## src/rtl/qaip_pkg.sv

```systemverilog
// ----------------------------------------------------------------------------
// qaip_pkg
// Shared constants for the quadrature angle PID controller: register
// indexes, item modes, reset values and default parameter values.
// ----------------------------------------------------------------------------
package qaip_pkg;

	// default parameter values
	localparam int COUNT_WIDTH_DEF   = 24;
	localparam int DUTY_MAX_DEF      = 100;
	localparam int FRACTION_BITS_DEF = 8;

	// gain format is Q8.8
	localparam int GAIN_FRAC = 8;

	// item modes
	localparam logic [1:0] MODE_EDGE_A = 2'd0;
	localparam logic [1:0] MODE_EDGE_B = 2'd1;
	localparam logic [1:0] MODE_TICK   = 2'd2;

	// configuration register indexes
	localparam logic [2:0] REG_PROP_GAIN     = 3'd0;
	localparam logic [2:0] REG_INTEGRAL_GAIN = 3'd1;
	localparam logic [2:0] REG_DERIV_GAIN    = 3'd2;
	localparam logic [2:0] REG_TARGET_ANGLE  = 3'd3;
	localparam logic [2:0] REG_DEG_PER_COUNT = 3'd4;

	// reset values: 360.0 degrees in Q16.8, about 360/3360 in Q0.16
	localparam logic [23:0] TARGET_ANGLE_RST = 24'd92160;
	localparam logic [15:0] DEG_PER_COUNT_RST = 16'd7022;

	// angle saturation bound
	localparam logic [23:0] ANGLE_MAX = 24'hFFFFFF;

endpackage

```

## src/rtl/quadrature_angle_incremental_pid.sv

```systemverilog
// Edge beats (mode A or B) step the saturating position count. A control
// tick occupies the block from acceptance through the sequencer states
// S_ANG_MUL to S_DONE (S_ERR to S_SUM are skipped once the controller has
// stopped): one signed multiplier of max(COUNT_WIDTH+1,27) by 17 bits is
// used in turn for the angle product and for the proportional, integral and
// derivative products. The result beat sits in an output register; while it
// waits, edge beats and the work of the next tick go on, and only the final
// step of a tick waits for the output register to free.
// Mode 3 beats are taken and dropped. Configuration writes are always ready.
// ----------------------------------------------------------------------------
// quadrature_angle_incremental_pid
// Quadrature position counter feeding a velocity-form PID loop that drives a
// motor forward until a target angle is reached, then stops for good.
// ----------------------------------------------------------------------------
module quadrature_angle_incremental_pid
	import qaip_pkg::*;
#(
	parameter int COUNT_WIDTH   = COUNT_WIDTH_DEF,
	parameter int DUTY_MAX      = DUTY_MAX_DEF,
	parameter int FRACTION_BITS = FRACTION_BITS_DEF
) (
	input  logic               clk,
	input  logic               arst_n,
	// input items
	input  logic               in_valid,
	output logic               in_stall,
	input  logic [1:0]         mode,
	input  logic               level_a,
	input  logic               level_b,
	// result items
	output logic               out_valid,
	input  logic               out_stall,
	output logic [6:0]         duty,
	output logic               drive_on,
	output logic               stopped,
	output logic [23:0]        angle,
	output logic signed [31:0] control_value,
	// configuration writes
	input  logic               cfg_valid,
	output logic               cfg_ready,
	input  logic [2:0]         cfg_index,
	input  logic [31:0]        cfg_data
);

	// widths
	localparam int E_W    = 25;                      // error: target - angle
	localparam int D1_W   = E_W + 1;                 // first difference
	localparam int D2_W   = E_W + 2;                 // second difference
	localparam int MA_W   = (COUNT_WIDTH + 1 > D2_W) ? COUNT_WIDTH + 1 : D2_W;
	localparam int MB_W   = 17;
	localparam int PROD_W = MA_W + MB_W;
	localparam int SUM_W  = PROD_W + 2;
	localparam int ACC_W  = SUM_W + 1;
	localparam int ANG_W  = COUNT_WIDTH + 16;
	localparam int ASH    = 16 - FRACTION_BITS;

	localparam logic signed [COUNT_WIDTH-1:0] CNT_MAX = {1'b0, {(COUNT_WIDTH-1){1'b1}}};
	localparam logic signed [COUNT_WIDTH-1:0] CNT_MIN = {1'b1, {(COUNT_WIDTH-1){1'b0}}};
	localparam logic [ANG_W-1:0] ANG_SAT = ANG_W'(ANGLE_MAX);
	localparam logic [31:0] DUTY_LIM = 32'(DUTY_MAX);

	typedef enum logic [3:0] {
		S_IDLE,
		S_ANG_MUL,
		S_ANG_SAT,
		S_ERR,
		S_MUL_P,
		S_MUL_I,
		S_MUL_D,
		S_SUM,
		S_DONE
	} state_t;

	state_t state_q;

	// configuration registers
	logic signed [15:0] prop_gain_q, integral_gain_q, deriv_gain_q;
	logic [23:0]        target_q;
	logic [15:0]        dpc_q;

	// controller state
	logic signed [COUNT_WIDTH-1:0] count_q;
	logic signed [E_W-1:0]         e_q, e1_q, e2_q;
	logic signed [31:0]            acc_q;
	logic                          halted_q;

	// datapath registers
	logic signed [PROD_W-1:0] prod_q;
	logic signed [SUM_W-1:0]  sum_q;
	logic [23:0]              angle_q;

	// output register
	logic                     out_valid_q;
	logic [6:0]               duty_q;
	logic                     drive_q, stopped_q;
	logic [23:0]              angle_out_q;
	logic signed [31:0]       ctrl_q;

	// combinational
	logic                     in_acc, same, up;
	logic [COUNT_WIDTH-1:0]   mag;
	logic signed [D1_W-1:0]   d1;
	logic signed [D2_W-1:0]   d2;
	logic signed [E_W-1:0]    e_new;
	logic signed [MA_W-1:0]   op_a;
	logic signed [MB_W-1:0]   op_b;
	logic signed [PROD_W-1:0] prod;
	logic [ANG_W-1:0]         ang_full;
	logic [23:0]              ang_sat;
	logic signed [SUM_W-1:0]  prod_ext, delta;
	logic signed [ACC_W-1:0]  acc_wide;
	logic signed [31:0]       acc_sat, acc_new;
	logic [31:0]              acc_mag, duty_full, duty_sel;
	logic                     halt_now, out_free;

	assign in_stall  = (state_q != S_IDLE);
	assign in_acc    = in_valid && !in_stall;
	assign cfg_ready = 1'b1;
	assign out_free  = !out_valid_q || !out_stall;

	// encoder direction
	assign same = (level_a == level_b);
	assign up   = (mode == MODE_EDGE_A) ? !same : same;

	// count magnitude, most negative count maps to 2^(COUNT_WIDTH-1)
	assign mag = count_q[COUNT_WIDTH-1] ? (~count_q + 1'b1) : count_q;

	// error and its differences
	assign e_new = {1'b0, target_q} - {1'b0, angle_q};
	assign d1    = {e_q[E_W-1], e_q} - {e1_q[E_W-1], e1_q};
	assign d2    = {{2{e_q[E_W-1]}}, e_q} - {e1_q[E_W-1], e1_q, 1'b0}
	             + {{2{e2_q[E_W-1]}}, e2_q};

	// shared multiplier operand select
	always_comb begin
		op_a = '0;
		op_b = '0;
		case (state_q)
			S_ANG_MUL: begin
				op_a = {{(MA_W-COUNT_WIDTH){1'b0}}, mag};
				op_b = {1'b0, dpc_q};
			end
			S_MUL_P: begin
				op_a = {{(MA_W-D1_W){d1[D1_W-1]}}, d1};
				op_b = {prop_gain_q[15], prop_gain_q};
			end
			S_MUL_I: begin
				op_a = {{(MA_W-E_W){e_q[E_W-1]}}, e_q};
				op_b = {integral_gain_q[15], integral_gain_q};
			end
			S_MUL_D: begin
				op_a = {{(MA_W-D2_W){d2[D2_W-1]}}, d2};
				op_b = {deriv_gain_q[15], deriv_gain_q};
			end
			default: begin
				op_a = '0;
				op_b = '0;
			end
		endcase
	end

	assign prod = op_a * op_b;

	// angle scaling and saturation
	assign ang_full = prod_q[ANG_W-1:0] >> ASH;
	assign ang_sat  = (ang_full > ANG_SAT) ? ANGLE_MAX : ang_full[23:0];

	// delta with floor shift, saturating accumulate
	assign prod_ext = {{2{prod_q[PROD_W-1]}}, prod_q};
	assign delta    = sum_q >>> GAIN_FRAC;
	assign acc_wide = {{(ACC_W-32){acc_q[31]}}, acc_q} + {delta[SUM_W-1], delta};

	always_comb begin
		if (&acc_wide[ACC_W-1:31] || ~|acc_wide[ACC_W-1:31]) begin
			acc_sat = acc_wide[31:0];
		end else if (acc_wide[ACC_W-1]) begin
			acc_sat = 32'sh8000_0000;
		end else begin
			acc_sat = 32'sh7FFF_FFFF;
		end
	end

	assign acc_new  = halted_q ? acc_q : acc_sat;
	assign halt_now = halted_q || (angle_q >= target_q);

	// duty from accumulator magnitude
	assign acc_mag   = acc_new[31] ? (~acc_new + 1'b1) : acc_new;
	assign duty_full = acc_mag >> FRACTION_BITS;
	assign duty_sel  = (duty_full > DUTY_LIM) ? DUTY_LIM : duty_full;

	// configuration registers
	always_ff @(posedge clk or negedge arst_n) begin
		if (!arst_n) begin
			prop_gain_q     <= '0;
			integral_gain_q <= '0;
			deriv_gain_q    <= '0;
			target_q        <= TARGET_ANGLE_RST;
			dpc_q           <= DEG_PER_COUNT_RST;
		end else if (cfg_valid && cfg_ready) begin
			case (cfg_index)
				REG_PROP_GAIN:     prop_gain_q     <= cfg_data[15:0];
				REG_INTEGRAL_GAIN: integral_gain_q <= cfg_data[15:0];
				REG_DERIV_GAIN:    deriv_gain_q    <= cfg_data[15:0];
				REG_TARGET_ANGLE:  target_q        <= cfg_data[23:0];
				REG_DEG_PER_COUNT: dpc_q           <= cfg_data[15:0];
				default: ;
			endcase
		end
	end

	// sequencer, controller state and output register
	always_ff @(posedge clk or negedge arst_n) begin
		if (!arst_n) begin
			state_q     <= S_IDLE;
			count_q     <= '0;
			e_q         <= '0;
			e1_q        <= '0;
			e2_q        <= '0;
			acc_q       <= '0;
			halted_q    <= 1'b0;
			prod_q      <= '0;
			sum_q       <= '0;
			angle_q     <= '0;
			out_valid_q <= 1'b0;
			duty_q      <= '0;
			drive_q     <= 1'b0;
			stopped_q   <= 1'b0;
			angle_out_q <= '0;
			ctrl_q      <= '0;
		end else begin
			if (out_valid_q && !out_stall && state_q != S_DONE) begin
				out_valid_q <= 1'b0;
			end
			case (state_q)
				S_IDLE: begin
					if (in_acc) begin
						case (mode)
							MODE_EDGE_A, MODE_EDGE_B: begin
								if (up) begin
									if (count_q != CNT_MAX) count_q <= count_q + 1'b1;
								end else begin
									if (count_q != CNT_MIN) count_q <= count_q - 1'b1;
								end
							end
							MODE_TICK: state_q <= S_ANG_MUL;
							default: ;
						endcase
					end
				end
				S_ANG_MUL: begin
					prod_q  <= prod;
					state_q <= S_ANG_SAT;
				end
				S_ANG_SAT: begin
					angle_q <= ang_sat;
					state_q <= halted_q ? S_DONE : S_ERR;
				end
				S_ERR: begin
					e_q     <= e_new;
					state_q <= S_MUL_P;
				end
				S_MUL_P: begin
					prod_q  <= prod;
					state_q <= S_MUL_I;
				end
				S_MUL_I: begin
					sum_q   <= prod_ext;
					prod_q  <= prod;
					state_q <= S_MUL_D;
				end
				S_MUL_D: begin
					sum_q   <= sum_q + prod_ext;
					prod_q  <= prod;
					state_q <= S_SUM;
				end
				S_SUM: begin
					sum_q   <= sum_q + prod_ext;
					state_q <= S_DONE;
				end
				S_DONE: begin
					if (out_free) begin
						if (!halted_q) begin
							acc_q    <= acc_sat;
							e2_q     <= e1_q;
							e1_q     <= e_q;
							halted_q <= halt_now;
						end
						out_valid_q <= 1'b1;
						duty_q      <= halt_now ? 7'd0 : duty_sel[6:0];
						drive_q     <= !halt_now;
						stopped_q   <= halt_now;
						angle_out_q <= angle_q;
						ctrl_q      <= acc_new;
						state_q     <= S_IDLE;
					end
				end
				default: state_q <= S_IDLE;
			endcase
		end
	end

	assign out_valid     = out_valid_q;
	assign duty          = duty_q;
	assign drive_on      = drive_q;
	assign stopped       = stopped_q;
	assign angle         = angle_out_q;
	assign control_value = ctrl_q;

endmodule

```

## config.mk

```make
export PLATFORM = sky130hd
export DESIGN_NAME = quadrature_angle_incremental_pid
export DESIGN_NICKNAME = d
export VERILOG_FILES = /design/src/rtl/qaip_pkg.sv /design/src/rtl/quadrature_angle_incremental_pid.sv
export SDC_FILE = /design/constraint.sdc
export NUM_CORES = 2
export LEC_CHECK = 0
export BUFFER_PORTS_ARGS = -buffer_cell sky130_fd_sc_hd__buf_4
export CORE_MARGIN = 2
export CORE_UTILIZATION = 60
export CTS_BUF_LIST = sky130_fd_sc_hd__clkbuf_16
export CTS_CLUSTER_SIZE = 24
export DETAILED_ROUTE_END_ITERATION = 8
export PLACE_DENSITY = 0.81
export SLEW_MARGIN = 5
export SYNTH_ARGS = -nofsm -noshare
export SYNTH_HDL_FRONTEND = slang
export SYNTH_SLANG_ARGS = --single-unit
```

## constraint.sdc

```tcl
create_clock -name clk -period 22.9 [get_ports clk]
set_clock_uncertainty 0.15 [all_clocks]
set_input_delay 4.58 -clock clk [delete_from_list [all_inputs] [get_ports clk]]
set_output_delay 4.58 -clock clk [all_outputs]
set_load 0.02 [all_outputs]
```

==> results.cfg <==
[outcome]
outcome = finished, final reports clean

[timing]
slew_headroom = 0.163
setup_violations = 0
max_freq_mhz = 76.1
fin_setup_tns_ns = 0
tightest_slew_ns = 1.24
final-hold-violation-count = 0
finalCritPeriodShare = 0.574
slew_violations = 0
rsz0062_at_grt = false
min_period_ns = 13.14
finalWorstSetupSlack_ns = 9.76

[floorplan]
die_height_um = 268
ios = 112
initial_core_util = 0.609
chipWidth_um = 268
core_um2 = 68800
rows = 96
die_area_um2 = 72000

[route]
vias_per_cell = 6.04
drt_wl_total_mm = 119
drc = 0
first_iter_violations = 3230
wl_per_cell_um = 20.4
dr.pass1.iters = 6
ant_nets = 0
dr_total_vias = 35100

[worst_setup_path]
crit_family = adder cells
r2r-end = prod_q[43]
crit_buf_inv = 8
arrival_ns = 13.44
crit_cells = 44
cp-end-kind = flop
crit_fanout = 22
max_stage_delay_ns = 0.87
crit_slowest_cell = a2111oi_0
cp-startpoint = e_q[2]
r2r_start = e_q[2]
critPathKind = flop to flop
ff2ff_setup_slack_ns = 9.76
startpoint_type = flop
endpoint = prod_q[43]
cp.required_ns = 23.20
crit_top_cell = inv_1
r2r_cells = 44

[final_layout]
final-seq-area_um2 = 9330
finalNetCount = 5660
multi_input_area_um2 = 29400
stdcell_count = 5817
drive_gt1_frac = 0.0907
fill_cells = 5472
n_antenna_cell = 0
area_growth_pct = 8.22

[global_routing]
groute.usage.overall = 0.340
antenna_found_initial = 4
grt_max_degree = 174
grt_pass1_wl_mm = 190
grt_pass1_vias = 35800
gr-total-overflow = 0

[clock_tree]
clkTransAtPathRegs_ns = 0.06
cts-root-buf = clkbuf_16
clock_latency_ns = 0.61
cts.sinks = 372
cts.hold.buffers_added = 0
cts_resized = 0
h-tree-depth = 2
post_cts_buffers = 0
cts_tree = yes
cts.path.max_buffers = 3
cts_buffers = 42

[synth]
synth-edff-count = 0
synth_area_leaders = fa_1, dfrtp_1, ha_1
syn_area_um2 = 41900
synth_ff_type = dfrtp_1
synth_area_leader_cell = fa_1
synth-seq-cells = 372
synth.avg_cell_area_um2 = 8.69
ys_types = 99
syn_inst = 4822
synthArstFlopShare = 1.00
yosys_warnings = 0
synthesis.nets = 5629
ys_seq_area_frac = 0.222
yosys.area.top_type_share = 0.227

[placed_design]
dpl_worst_slack_ns = 10.14
portBuffers = 102
dpl.hpwl_mm = 92.2
dpl.cell_count = 5740
place.gp.congestion = 0.956

[hold_path]
min_path_type = flop to flop

[job]
drv_cap = 0
-- cell type report --
| class | instances | area share |
|---|---|---|
| clock buffer | 42 | 0.0232 |
| clock inverter | 35 | 0.00985 |
| inverter | 721 | 0.0597 |
| multi-input combinational | 3550 | 0.648 |
| sequential | 372 | 0.206 |
| tap | 931 | 0.0257 |
| timing repair buffer | 166 | 0.0279 |
-- stage by stage --
step	utilization	hold slack, ns	cell area (µm²)
after global routing	0.659	0.358	45400
after detailed placement	0.637	0.315	43900
final	0.659	0.329	45400
after CTS	0.659	0.331	45400
after floorplan	-	0.304	41900
after global placement	0.637	0.309	43900
-- how the worst min path moves through the flow --
stage,start,end,slack (ns),cells after the start
after floorplan,sum_q[2],sum_q[2],0.30,2
after CTS,angle[0],angle[0],0.33,2
after global placement,duty[3],duty[3],0.31,2
final,angle[0],angle[0],0.33,2
after global routing,angle[5],angle[5],0.36,2
after detailed placement,angle[0],angle[0],0.31,2
-- cell usage after synthesis (39+ instances only) --
master,number
inv_1,721
nand2_1,562
fa_1,476
nor2_1,460
dfrtp_1,359
o21ai_0,332
ha_1,287
a21oi_1,230
clkbuf_1,162
xnor2_1,110
mux2_2,105
xor2_1,100
nor3_1,76
a21o_1,59
nand2b_1,53
nand3_1,48
a31oi_1,39
-- cell families after synthesis --
logic type,count (synthesis),synth area share
AOI/OAI and AO/OA,1029,0.156
xor gates and xnor gates,210,0.0439
adders and majority gates,763,0.313
buffers and inverters,900,0.0810
DFF,372,0.222
muxes,119,0.0316
other,1,0.0000895
and+or+nand+nor,1428,0.152
-- metal layers --
| metal | share of wire | vias to the layer above | GRT usage | wire length [µm] |
|---|---|---|---|---|
| met4 | 0.055 | 6 | 0.166 | 6520 |
| met5 | 0.00032 | - | 0 | 38 |
| met3 | 0.096 | 409 | 0.0837 | 11400 |
| met2 | 0.47 | 1520 | 0.561 | 55500 |
| li1 | - | 16000 | - | - |
| met1 | 0.38 | 17200 | 0.417 | 45400 |
-- flip-flops by register name, indices dropped and copies added (netlist names), 4 cells and up --
signal           cells
dpc_q               16
angle               24
e2_q                25
duty                 7
angle_q             24
count_q             24
control_value       32
deriv_gain_q        16
sum_q               46
e1_q                25
e_q                 25
integral_gain_q     16
prod_q              44
target_q            24
prop_gain_q         16
state_q              4
-- layout by cell type (no fill, tap or decap), types with 52 or more instances in the layout --
| cell | n |
|---|---|
| buf_4 | 164 |
| nor3_1 | 72 |
| ha_1 | 287 |
| xnor2_1 | 109 |
| a21o_1 | 59 |
| nand2_1 | 560 |
| inv_1 | 725 |
| dfrtp_1 | 359 |
| nor2_1 | 457 |
| mux2_2 | 105 |
| a21oi_1 | 229 |
| fa_1 | 476 |
| o21ai_0 | 332 |
| xor2_1 | 100 |
| nand2b_1 | 52 |
-- worst min-delay path: cells and delay by family (launching register included) --
kind,cells,cell delay (ns)
and+or+nand+nor,2,0.11
DFF,1,0.34
Power is left out: the tool's default activity adds up to more than one toggle a clock period on the data nets, which glitch-free logic cannot reach.
